===== src/design/rbgs_pkg.sv =====
// rbgs_pkg: shared types and constants of the red-black gauss-seidel poisson solver
// used by the controller, the datapath and the top level; depends on nothing

package rbgs_pkg;

  typedef logic [5:0] coord_t;

  localparam logic [1:0] REQ_WRITE = 2'd0;
  localparam logic [1:0] REQ_SOLVE = 2'd1;
  localparam logic [1:0] REQ_READ  = 2'd2;

  localparam logic [1:0] CFG_GRID_SIZE = 2'd0;
  localparam logic [1:0] CFG_H_SQUARED = 2'd1;
  localparam logic [1:0] CFG_SHIFT     = 2'd2;
  localparam logic [1:0] CFG_MAX_ITER  = 2'd3;

  localparam logic [5:0]  GRID_SIZE_RST = 6'd10;
  localparam logic [24:0] H_SQUARED_RST = 25'd138655;
  localparam logic [5:0]  SHIFT_RST     = 6'd40;
  localparam logic [15:0] MAX_ITER_RST  = 16'd5000;

  localparam logic [61:0] RES_MAX = {62{1'b1}};

  localparam logic [2:0] STEP_LAST = 3'd7;
  localparam logic [2:0] STEP_WB   = 3'd5;

  typedef enum logic [1:0] {
    PASS_RED,
    PASS_BLACK,
    PASS_RES
  } pass_t;

  typedef enum logic [2:0] {
    ST_IDLE,
    ST_WRITE,
    ST_READ,
    ST_SOLVE,
    ST_SWEEP,
    ST_POINT,
    ST_CHECK,
    ST_FINISH
  } state_t;

  typedef struct packed {
    logic     wr_point;
    logic     rd_point;
    logic     solve_init;
    logic     sweep_init;
    logic     point_en;
    logic     sweep_done;
    logic     load_out;
    pass_t    pass;
    logic [2:0] step;
    coord_t   row;
    coord_t   col;
  } cmd_t;

  typedef struct packed {
    coord_t n_act;
    logic   max_zero;
    logic   sweep_conv;
    logic   sweep_last;
    logic   out_free;
  } status_t;

endpackage


===== src/design/rbgs_ctrl.sv =====
// rbgs_ctrl: request sequencer, walks passes, points and per-point steps of a solve
// depends on rbgs_pkg; drives the datapath by cmd_t and reads status_t

module rbgs_ctrl import rbgs_pkg::*; (
  input  logic       clk,
  input  logic       rst,
  input  logic       accept,
  input  logic [1:0] req_type,
  input  status_t    status,
  output logic       idle,
  output cmd_t       cmd
);

  state_t     state, state_next;
  pass_t      pass, pass_next;
  logic [2:0] step, step_next;
  coord_t     row, row_next;
  coord_t     col, col_next;

  logic skip;
  logic col_more, row_more;

  always_ff @(posedge clk) begin
    if (rst) begin
      state <= ST_IDLE;
      pass  <= PASS_RED;
      step  <= '0;
      row   <= 6'd1;
      col   <= 6'd1;
    end else begin
      state <= state_next;
      pass  <= pass_next;
      step  <= step_next;
      row   <= row_next;
      col   <= col_next;
    end
  end

  assign skip     = (pass != PASS_RES) && ((row[0] ^ col[0]) != (pass == PASS_BLACK));
  assign col_more = (col + 6'd1) < status.n_act;
  assign row_more = (row + 6'd1) < status.n_act;
  assign idle     = (state == ST_IDLE);

  always_comb begin
    state_next = state;
    pass_next  = pass;
    step_next  = step;
    row_next   = row;
    col_next   = col;
    cmd        = '0;
    cmd.pass   = pass;
    cmd.step   = step;
    cmd.row    = row;
    cmd.col    = col;
    case (state)
      ST_IDLE: begin
        if (accept) begin
          case (req_type)
            REQ_WRITE: state_next = ST_WRITE;
            REQ_SOLVE: state_next = ST_SOLVE;
            REQ_READ:  state_next = ST_READ;
            default:   state_next = ST_FINISH;
          endcase
        end
      end
      ST_WRITE: begin
        cmd.wr_point = 1'b1;
        state_next   = ST_FINISH;
      end
      ST_READ: begin
        cmd.rd_point = 1'b1;
        state_next   = ST_FINISH;
      end
      ST_SOLVE: begin
        cmd.solve_init = 1'b1;
        state_next     = status.max_zero ? ST_FINISH : ST_SWEEP;
      end
      ST_SWEEP: begin
        cmd.sweep_init = 1'b1;
        pass_next      = PASS_RED;
        step_next      = '0;
        row_next       = 6'd1;
        col_next       = 6'd1;
        state_next     = (status.n_act < 6'd2) ? ST_CHECK : ST_POINT;
      end
      ST_POINT: begin
        cmd.point_en = !skip;
        if (skip || step == STEP_LAST) begin
          step_next = '0;
          if (col_more) begin
            col_next = col + 6'd1;
          end else if (row_more) begin
            row_next = row + 6'd1;
            col_next = 6'd1;
          end else begin
            row_next = 6'd1;
            col_next = 6'd1;
            case (pass)
              PASS_RED:   pass_next = PASS_BLACK;
              PASS_BLACK: pass_next = PASS_RES;
              default:    state_next = ST_CHECK;
            endcase
          end
        end else begin
          step_next = step + 3'd1;
        end
      end
      ST_CHECK: begin
        cmd.sweep_done = 1'b1;
        state_next = (status.sweep_conv || status.sweep_last) ? ST_FINISH : ST_SWEEP;
      end
      ST_FINISH: begin
        cmd.load_out = status.out_free;
        if (status.out_free) begin
          state_next = ST_IDLE;
        end
      end
      default: state_next = ST_IDLE;
    endcase
  end

endmodule


===== config.mk =====
export PLATFORM = sky130hd
export DESIGN_NAME = rbgs_ctrl
export DESIGN_NICKNAME = d
export VERILOG_FILES = /design/src/design/rbgs_pkg.sv /design/src/design/rbgs_ctrl.sv
export SDC_FILE = /design/constraint.sdc
export NUM_CORES = 1
export LEC_CHECK = 0
export BUFFER_PORTS_ARGS = -buffer_cell sky130_fd_sc_hd__buf_4
export CORE_MARGIN = 2
export CORE_UTILIZATION = 32
export DETAILED_ROUTE_END_ITERATION = 8
export REMOVE_ABC_BUFFERS = 1
export SLEW_MARGIN = 5
export SYNTH_ARGS = -nofsm -noshare
export SYNTH_HDL_FRONTEND = slang
export SYNTH_SLANG_ARGS = --single-unit
export TNS_END_PERCENT = 30

===== constraint.sdc =====
create_clock -name clk -period 3 [get_ports clk]
set_input_delay 0.15 -clock clk [delete_from_list [all_inputs] [get_ports clk]]
set_output_delay 0.15 -clock clk [all_outputs]
set_load 0.005 [all_outputs]

=== Yosys cells after proc, flatten, opt, wreduce, memory -nomap -nowiden ===
Cells that the tools add are included.

* $add $sub $neg: 3
* Order comparisons: 3
* Equal/unequal tests: 20
* Muxes and demuxes: 32
* Bitwise logic cells: 1
* Reduce and logical (&&, ||, !) cells: 14

{| class="wikitable"
|+ Operators with widths
! kind !! number
|-
| 2-to-1 mux 6 bit || 5
|-
| one-hot mux 6 bit (2 select lines) || 2
|-
| 2-to-1 mux 3 bit || 7
|-
| one-hot mux 3 bit (7 select lines) || 1
|-
| == test 3 bit, second input constant || 5
|-
| != test 2 bit, second input constant || 7
|-
| adder 6 x 1 -> 6 bit, second input constant || 2
|-
| less-than comparator 6 bit || 2
|-
| 2-to-1 mux 2 bit || 6
|-
| one-hot mux 3 bit (3 select lines) || 1
|-
| one-hot mux 2 bit (2 select lines) || 2
|-
| 2-to-1 mux 1 bit || 7
|-
| == test 3 x 2 -> 1 bit, second input constant || 2
|-
| less-than comparator 6 x 2 -> 1 bit, second input constant || 1
|-
| one-hot mux 3 bit (2 select lines) || 1
|-
| AND reduction 6 bit || 1
|-
| AND reduction 5 bit || 1
|-
| == test 2 x 1 -> 1 bit, second input constant || 2
|-
| zero test 2 bit || 2
|-
| OR reduction 2 bit || 2
|-
| adder 3 x 1 -> 3 bit, second input constant || 1
|-
| == test 3 x 1 -> 1 bit, second input constant || 1
|-
| zero test 3 bit || 1
|-
| != test 3 x 2 -> 1 bit, second input constant || 1
|-
| other kinds (9) || 10
|}

* Register bits: 20
* Input port bits: 15
* Word-level logic and storage cells: 78

=== Longest topological paths before layout ===
Gate-level depths: netlist of run 1.

* Word-level depth: 7
* Gate-level depth with buffers: 10
* Mapped depth without buffers: 9

=== Worst setup path before layout of run 1 ===
Ideal clock, no wire load.

* Path kind: register to register
* Start point: register col[0]
* End point: register col[3]
* Arrival: 2,447 ps
* Required time: 2,930 ps
* Setup slack: 483 ps
* Cell stages (with the launch flop): 11
* Clock period less this slack: 2,517 ps
* Cell sequence: dfxtp_1 ha_1 nand3_1 xnor2_1 ha_1 o21ai_0 o2111ai_2 or2_0 buf_6 or4_1 a21oi_1

* Longest elaborated chain between the ends: 6
* Elaborated cells on any way between the ends: 11
* Classes of those cells: add/sub (1); order compare (1); eq/ne (2); mux (3); bitwise (1); reduce/logical (3)

{| class="wikitable"
|+ Ends and longest elaborated chain
! element !! line !! RTL
|-
| start: declaration || rbgs_ctrl.sv:18 || <nowiki>coord_t col, col_next;</nowiki>
|-
| start signal: assignment || rbgs_ctrl.sv:35 || <nowiki>col <= col_next;</nowiki>
|-
| parallel branches: the longest is 6 deep, another holds adder 6 x 1 -> 6 bit || -- ||
|}

Parallel ways; which one is timed is not known. The select of a mux whose other input is x is not followed.
A chain may end at the register's enable or synchronous reset.

=== Worst setup path after layout of run 1 ===
* Start point: register row[0]
* End point: register state[1]

* Longest elaborated chain between the ends: 6
* Elaborated cells on any way between the ends: 9
* Classes of those cells: add/sub (1); order compare (1); eq/ne (3); bitwise (1); reduce/logical (3)

{| class="wikitable"
|+ Ends and longest elaborated chain
! element !! line !! RTL
|-
| start: declaration || rbgs_ctrl.sv:17 || <nowiki>coord_t row, row_next;</nowiki>
|-
| start signal: assignment || rbgs_ctrl.sv:34 || <nowiki>row <= row_next;</nowiki>
|-
| parallel branches: the longest is 5 deep, another holds adder 6 x 1 -> 6 bit || -- ||
|-
| AND reduction 6 bit (no line) * || -- ||
|-
| end signal: assignment || rbgs_ctrl.sv:31 || <nowiki>state <= state_next;</nowiki>
|-
| end: declaration || rbgs_ctrl.sv:14 || <nowiki>state_t state, state_next;</nowiki>
|}

Mark *: on every way between the ends.

==> summary.txt, run 1 <==
Route
  • WL per Instance: 14.00 microns
  • Via/cell ratio: 5.401
  • Vias: 1453
  • Drt initial violations: 124
  • Total Routed Length: 3766 microns
  • Antenna Violating Nets Remaining: 0
  • Initial DRT Pass Iterations: 6
  • DRC violations left: 0

Timing
  • Post-route setup slack: 0.2223 ns
  • RSZ-0062 raised after global routing: no
  • Setup Skew: 0.005824 ns
  • Fin crit share: 0.9259
  • Worst Max-Slew Pin Slew: 0.6416 ns
  • Final hold viol count: 0
  • Final TNS setup: 0 ns
  • Slew Limit Fails: 0
  • F_max: 0.3600 GHz
  • Hold slack: 0.1868 ns
  • Minimum clock period: 2.778 ns
  • Finish-stage setup viols: 0
  • Relative slew slack: 0.5677

Layout
  • ANT cells: 0
  • Area occupied by multi-input gates: 1013 sq um
  • Fillers: 453
  • Layout cells sized above 1: 0.2396
  • Layout area overhead: 25.88%
  • Reg area: 400.4 sq um
  • Final core utilization: 0.4260
  • Nets@finish: 248

Critical path
  • WP data arrival: 2.93 ns
  • Reg2reg setup slack: 0.22 ns
  • Critical Path RT: 3.15 ns
  • Critical path's most frequent cell: ha_1
  • Slowest stage delay, CP: 0.47 ns
  • Critical Path Start Type: flop
  • Critical path, cell by cell: ha_1 -> nand3_1 -> xnor2_1 -> ha_1 -> a21o_1 -> a211o_1 -> a41oi_4 -> nor4_1 -> mux2_1
  • CP Buf/Inv Count: 0
  • Crit-path max FO: 10
  • Worst Setup Path Type: reg -> reg
  • Critical path's slowest cell: dfxtp_1
  • Worst setup EP type: flop
  • CP delay by family, top: compound AO/OA/AOI/OAI gates

Floorplan
  • Core area: 4414 sq um
  • Die X: 72.33 microns
  • # rows: 24
  • Die H: 72.33 microns
  • IO Count: 40
  • Initial Utilization: 0.3384
  • Die area: 5231 sq um

Clock tree
  • Clock buffer depth: 2
  • CTS Hold Bufs: 0
  • Clock Tree Root: clkbuf_8
  • CTS Buf Count: 3
  • CTS Sinks: 20
  • Setup bufs post-CTS: 0
  • Clk slew on worst S/H paths: 0.08 ns
  • CTS tree: built
  • Htree depth: 1
  • Resize count post-CTS: 0
  • Skew-Pair Late Insertion Delay: 0.26 ns

Yosys
  • Top FF cell, synth: dfxtp_1
  • Largest cells by area after synthesis: dfxtp_1 (27%), ha_1 (12%), a21oi_1 (4.0%), o21ai_0 (3.7%), nand4_1 (2.9%)
  • Synth cell types: 49
  • Post-Syn Area per Cell: 8.300 sq um
  • Synth top area share: 0.2680
  • Mapped Cells: 180
  • Cell taking the most area after synthesis: dfxtp_1
  • Syn. warnings: 0
  • Yosys reg bits: 20
  • Post-synthesis sequential area ratio: 0.2680
  • Post-synth EDFFs: 0
  • Mapped Area: 1494 sq um
  • Synth async-reset ratio: 0

Global route
  • Gr usage total: 0.1540
  • First-pass GRT wire length: 6320 microns
  • Largest net degree at the start of global routing: 22
  • Initial antenna violation count: 0
  • Total global routing overflow: 0
  • Vias in the first global route: 1374

Job
  • Max Cap Viol: 0

Outcome
  • Status: finished clean

Pwr
  • Max IR drop VDD: 284.3 uV
  • Power Dens Cells: 498.0 nW/um^2
  • Total leakage power: 0.8408 nW

Place
  • Final Wtd Congestion: 0.8060
  • Port bufs: 39
  • Place WS: 0.2608 ns
  • Hpwl dp: 2840 microns

Worst hold path
  • Min-delay worst type: in -> reg
[path summary, 6_finish.rpt]
check,from,to,cells past startpoint
max reg2reg,row[0],state[1],9
max,row[0],state[1],9
min reg2reg,col[5],col[5],2
min,req_type[1],state[0],4
[placed cells by master, fill, tap and decap left out, types with 2 or more instances in the layout]
cell      count
nand4_1       7
or4_1         2
nor2b_1       4
nor3_1        4
a21oi_1      12
nor3b_1       3
a21o_1        5
ha_1         14
dfxtp_1      20
mux2_1        2
nor2_1        9
nand2b_1      3
a31oi_1       3
nor4_1        2
nand3_1       7
inv_1        10
o21ai_0      11
and3b_1       2
and4_1        2
clkbuf_8      3
buf_4        43
or3_1         2
nand2_1      11
o21a_1        2
nand3b_1      2
a22oi_1       2
xor2_1        5
xnor2_1       5
[logic make-up after synthesis]
logic type,count (synthesis),share of synthesized area
simple gates,65,0.2487
compound gates,48,0.2245
flops,20,0.2680
buf+inv,19,0.05360
fa+ha+maj,14,0.1173
xor+xnor,10,0.05862
mux,4,0.02931
[registers in the layout (all words and copies together) (netlist names)]
name and flops:
pass 2, row 6, state 3, col 6, step 3
[metal layers]
metal	global-route usage	wire length [microns]	vias to the layer above
li1	-	-	741
met1	0.2068	1796	665
met2	0.2467	1677	40
met3	0.02917	233	7
met4	0.05241	59	0
met5	0	0	-
[metrics by stage]
step	instance area [sq um]	std cells	total power [mW]
2_1_floorplan	1451	171	0.5869
3_3_place_gp	1839	266	0.7554
3_5_place_dp	1839	266	0.7591
4_1_cts	1881	269	0.9461
5_1_grt	1881	269	1.009
6_report	1881	269	0.9365
[worst min-delay path, delay by kind of cell]
| family | cells | cell delay, ns |
|---|---|---|
| simple gates | 2 | 0.10 |
| buf+inv | 1 | 0.09 |
| compound gates | 1 | 0.06 |
[synth_stat cells (all sizes together), types with 3 or more instances]
cell type and instances:
ha 14, xnor2 5, nor2b 5, nand2 11, a31oi 3, o21ai 12
xor2 5, a21oi 12, nand4 7, nor2 9, inv 10, dfxtp 20
a21o 5, mux2 3, nor3 4, nand3 7, nor3b 3, nand2b 3
clkbuf 7
[power breakdown]
part | internal, mW | switching (mW)
Clock | 0.0898 | 0.0963
Sequential | 0.288 | 0.0565
Combinational | 0.192 | 0.213
Total | 0.570 | 0.366
[cell type report]
cell class,count,area share
multi-input combinational,141,0.5389
inverter,10,0.01996
clock buffer,3,0.02196
timing repair buffer,43,0.1717
sequential,20,0.2129
tap,52,0.03460
No activity file was read; power rests on OpenSTA's default activity.
==> run 2: changes to the inputs <==
BUFFER_PORTS_ARGS = not set   (was -buffer_cell sky130_fd_sc_hd__buf_4)
DONT_BUFFER_PORTS = 1   (was not set)
==> summary.txt, run 2 (synthesis results as in run 1) <==
Layout
  • Commonest non-fill, non-tap cell in the layout: dfxtp_1 (was buf_4)
  • Layout cells sized above 1: 0.07778 (was 0.2396)
  • Largest regs: col (6), row (6) (unchanged)
  • Nets@finish: 211 (was 248)
  • Commonest cells after routing, fill and taps aside: dfxtp_1 (20), ha_1 (14), a21oi_1 (12) (was buf_4 (43), dfxtp_1 (20), ha_1 (14))
  • Layout area overhead: 7.454% (was 25.88%)
  • ANT cells: 0 (unchanged)

Timing
  • Worst Max-Slew Pin Slew: 0.7026 ns (was 0.6416 ns)
  • RSZ-0062 raised after global routing: no (unchanged)
  • F_max: 0.3628 GHz (was 0.3600 GHz)
  • Relative slew slack: 0.5301 (was 0.5677)
  • Fin crit share: 0.9187 (was 0.9259)
  • Finish-stage setup viols: 0 (unchanged)
  • Slew Limit Fails: 0 (unchanged)
  • Final TNS setup: 0 ns (unchanged)
  • Setup Skew: 0.001889 ns (was 0.005824 ns)
  • Minimum clock period: 2.756 ns (was 2.778 ns)
  • Hold slack: 0.07176 ns (was 0.1868 ns)
  • Final hold viol count: 0 (unchanged)

Clock tree
  • CTS Sinks: 20 (unchanged)
  • Clk slew on worst S/H paths: 0.08 ns (about the same)
  • Clock Tree Root: clkbuf_8 (unchanged)
  • Htree depth: 1 (unchanged)
  • CTS Buf Count: 3 (unchanged)
  • Clock buffer depth: 2 (unchanged)
  • Skew-Pair Late Insertion Delay: 0.26 ns (about the same)
  • CTS tree: built (unchanged)

Global route
  • Initial antenna violation count: 0 (unchanged)
  • Total global routing overflow: 0 (unchanged)
  • Largest net degree at the start of global routing: 18 (was 22)
  • Gr usage total: 0.1466 (was 0.1540)
  • Vias in the first global route: 1234 (was 1374)
  • First-pass GRT wire length: 6009 microns (was 6320 microns)

Route
  • WL per Instance: 16.06 microns (was 14.00 microns)
  • Total Routed Length: 3727 microns (was 3766 microns)
  • Initial DRT Pass Iterations: 4 (was 6)
  • DRC violations left: 0 (unchanged)
  • Drt initial violations: 56 (was 124)
  • Vias: 1305 (was 1453)
  • Via/cell ratio: 5.625 (was 5.401)
  • Antenna Violating Nets Remaining: 0 (unchanged)

Critical path
  • Critical Path RT: 3.15 ns (about the same)
  • Worst setup EP type: flop (unchanged)
  • Critical Path Start Type: flop (unchanged)
  • WP data arrival: 2.91 ns (was 2.93 ns)
  • Crit-path max FO: 10 (unchanged)
  • Worst Setup Path Type: reg -> reg (unchanged)

Floorplan
  • Die area: 5231 sq um (unchanged)
  • Core area: 4414 sq um (unchanged)
  • # rows: 24 (unchanged)
  • Die H: 72.33 microns (unchanged)
  • Initial Utilization: 0.3384 (unchanged)
  • IO Count: 40 (unchanged)
  • Die X: 72.33 microns (unchanged)

Outcome
  • Status: finished clean (unchanged)

Job
  • Max Cap Viol: 0 (unchanged)

Worst hold path
  • Min-delay worst type: in -> reg (unchanged)

Place
  • Port bufs: 0 (was 39)
  • Final Wtd Congestion: 0.8071 (was 0.8060)
  • Hpwl dp: 2709 microns (was 2840 microns)

Pwr
  • Max IR drop VDD: 244.7 uV (was 284.3 uV)
  • Power Dens Cells: 543.1 nW/um^2 (was 498.0 nW/um^2)
  • Total leakage power: 0.6494 nW (was 0.8408 nW)
[run 2: cell count changes in the layout (fill, tap and decap cells not counted)]
cell / delta
buf_4: -38
dlygate4sd3_1: +1
[run 2: area by class of cell]
class | count | area, sq um
tap | 52 | 65.06
clock buffer | 3 | 41.29
timing repair buffer | 6 | 47.55
fill | 452 | 2809
multi-input combinational | 141 | 1013
sequential | 20 | 400.4
inverter | 10 | 37.54
[run 2: worst max-delay path, stage by stage (launching register included)]
cell and delay (ns):
dfxtp_1 0.47, ha_1 0.27, nand3_1 0.11, xnor2_1 0.20, ha_1 0.30, a21o_1 0.17
a211o_1 0.31, a41oi_4 0.34, nor4_1 0.14, mux2_1 0.33
[run 2: stage by stage]
step                power, mW  std cells  cell area [sq um]  setup WS, ns    util
finish                 0.8719        232               1605        0.2440  0.3637
global route           0.9356        232               1605       0.02333  0.3637
CTS                    0.8811        232               1605        0.2522  0.3637
detailed placement     0.6918        228               1554        0.2753  0.3520
global placement       0.6867        228               1554        0.3115  0.3520
floorplan              0.5869        171               1451        0.4602       -
[run 2: what timing repair did]
| item | in CTS | in global routing |
|---|---|---|
| hold buffers | 1 | 0 |
| setup buffers | 0 | 0 |
| resized for setup | 0 | 0 |
| endpoints found under the hold margin | 17 | 0 |
[run 2: final timing paths]
path / from / endpoint / slack, ns / cells after the start
max: row[0] / pass[0] / 0.24 / 9
min: rst / col[0] / 0.07 / 2
max reg2reg: row[0] / pass[0] / 0.24 / 9
min reg2reg: col[5] / col[5] / 0.50 / 2
[run 2: layer usage]
layer	wire length, microns	vias to the layer above	global-route usage
li1	-	659	-
met1	1734	598	0.1960
met2	1646	43	0.2273
met3	317	5	0.04722
met4	28	0	0.03774
met5	0	-	0
[run 2: power by group]
part           switching, mW  internal (mW)
logic                  0.202          0.143
clock network         0.0938         0.0896
registers             0.0549          0.288
total                  0.351          0.521
==> run 3: changes to the inputs <==
PLACE_DENSITY_LB_ADDON = 0.25   (was not set)
==> summary.txt, run 3 (synthesis results as in run 1) <==
Global route
  • Total global routing overflow: 0 (unchanged)
  • Vias in the first global route: 1339 (was 1234)
  • Gr usage total: 0.1547 (was 0.1466)
  • Largest net degree at the start of global routing: 17 (was 18)
  • First-pass GRT wire length: 6389 microns (was 6009 microns)
  • Initial antenna violation count: 0 (unchanged)

Layout
  • Final non-filler cell total: 235 (was 232)
  • Fillers: 452 (unchanged)
  • ANT cells: 0 (unchanged)
  • Layout cells sized above 1: 0.09290 (was 0.07778)
  • Layout area overhead: 9.380% (was 7.454%)
  • Commonest cells after routing, fill and taps aside: dfxtp_1 (20), ha_1 (14), a21oi_1 (12) (unchanged)
  • Commonest non-fill, non-tap cell in the layout: dfxtp_1 (unchanged)
  • Nets@finish: 213 (was 211)
  • Largest regs: col (6), row (6) (unchanged)
  • Final core utilization: 0.3702 (was 0.3637)

Timing
  • Fin crit share: 0.8949 (was 0.9187)
  • Slew Limit Fails: 0 (unchanged)
  • Setup Skew: 0.008006 ns (was 0.001889 ns)
  • Worst Max-Slew Pin Slew: 0.6813 ns (was 0.7026 ns)
  • Finish-stage setup viols: 0 (unchanged)
  • RSZ-0062 raised after global routing: no (unchanged)
  • Final hold viol count: 0 (unchanged)
  • Relative slew slack: 0.5443 (was 0.5301)
  • Final TNS setup: 0 ns (unchanged)
  • Hold slack: 0.02111 ns (was 0.07176 ns)
  • F_max: 0.3725 GHz (was 0.3628 GHz)
  • Minimum clock period: 2.685 ns (was 2.756 ns)

Pwr
  • Power Dens Cells: 557.4 nW/um^2 (was 543.1 nW/um^2)
  • Tot Pwr: 910.8 uW (was 871.9 uW)
  • Total leakage power: 0.6661 nW (was 0.6494 nW)
  • Max IR drop VDD: 231.8 uV (was 244.7 uV)

Critical path
  • Crit-path max FO: 10 (unchanged)
  • RR Startpoint: row[1] (was row[0])
  • Worst Setup Path Type: reg -> reg (unchanged)
  • Critical path's slowest cell: dfxtp_1 (unchanged)
  • CP delay by family, top: compound AO/OA/AOI/OAI gates (unchanged)
  • Reg2reg setup slack: 0.32 ns (was 0.24 ns)
  • Worst setup EP type: flop (unchanged)
  • Slowest stage delay, CP: 0.40 ns (was 0.47 ns)
  • Critical path, cell by cell: ha_1 -> nand3_1 -> xnor2_1 -> ha_1 -> a21o_1 -> a211o_1 -> a41oi_4 -> nor4_1 -> mux2_1 (unchanged)
  • CP Launch Point: row[1] (was row[0])
  • Critical Path Start Type: flop (unchanged)
  • Critical path's most frequent cell: ha_1 (unchanged)
  • Critical Path RT: 3.15 ns (about the same)
  • WP data arrival: 2.83 ns (was 2.91 ns)
  • CP Buf/Inv Count: 0 (unchanged)

Place
  • Port bufs: 0 (unchanged)
  • Hpwl dp: 2964 microns (was 2709 microns)
  • Final Wtd Congestion: 0.8171 (was 0.8071)
  • Placed cell count: 230 (was 228)

Floorplan
  • Die area: 5231 sq um (unchanged)
  • Core area: 4414 sq um (unchanged)
  • Die H: 72.33 microns (unchanged)
  • Die X: 72.33 microns (unchanged)
  • # rows: 24 (unchanged)
  • IO Count: 40 (unchanged)
  • Initial Utilization: 0.3384 (unchanged)

Route
  • DRC violations left: 0 (unchanged)
  • Antenna Violating Nets Remaining: 0 (unchanged)
  • Initial DRT Pass Iterations: 4 (unchanged)
  • Total Routed Length: 3890 microns (was 3727 microns)
  • Via/cell ratio: 5.715 (was 5.625)
  • Drt initial violations: 32 (was 56)
  • WL per Instance: 16.55 microns (was 16.06 microns)
  • Vias: 1343 (was 1305)

Outcome
  • Status: finished clean (unchanged)

Clock tree
  • CTS Sinks: 20 (unchanged)
  • CTS Buf Count: 3 (unchanged)
  • Skew-Pair Late Insertion Delay: 0.26 ns (about the same)
  • CTS tree: built (unchanged)
  • Htree depth: 1 (unchanged)
  • Resize count post-CTS: 0 (unchanged)
  • Clock buffer depth: 2 (unchanged)
  • Clk slew on worst S/H paths: 0.08 ns (about the same)
  • Clock Tree Root: clkbuf_8 (unchanged)

Worst hold path
  • Min-delay worst type: in -> reg (unchanged)
  • Hold path start: rst (unchanged)

Job
  • Max Cap Viol: 0 (unchanged)
[run 3: cell types whose count changed in the layout (fill, tap and decap cells not counted), sizes merged]
cell    previous run  this run
buf                5         7
clkbuf             3         4
[run 3: layout make-up]
type                            instances  area [sq um]  share of cell area
Timing Repair Buffer                    8         62.56             0.03828
Tap cell                               52         65.06             0.03982
Sequential cell                        20         400.4              0.2450
Multi-Input combinational cell        141          1013              0.6202
Inverter                               10         37.54             0.02297
Clock buffer                            4         55.05             0.03369
[run 3: path summary, 6_finish.rpt]
| check | end | cells past startpoint |
|---|---|---|
| max | state[1] | 9 |
| min reg2reg | col[5] | 2 |
| max reg2reg | state[1] | 9 |
| min | pass[1] | 1 |
[run 3: metrics by stage]
stage / setup slack, ns / area (sq um)
2_1_floorplan: 0.4602 / 1451
3_3_place_gp: 0.4146 / 1569
3_5_place_dp: 0.3262 / 1569
4_1_cts: 0.3073 / 1634
5_1_grt: 0.07432 / 1634
6_report: 0.3153 / 1634
[run 3: power by group]
part           internal (mW)  total (mW)  switching (mW)
logic                  0.149       0.362           0.213
clock network          0.117       0.211          0.0939
registers              0.288       0.338          0.0498
[run 3: what timing repair did]
action                                 4_1_cts  5_1_grt
endpoints found under the hold margin       16        0
buffers inserted                             0        0
hold buffers                                 1        0
[run 3: routing by layer]
layer,share of wire,GRT usage,up-vias
met5,0,0,-
met4,0.014,0.04193,0
met3,0.073,0.05417,9
met2,0.47,0.2508,43
met1,0.45,0.1946,624
li1,-,-,667
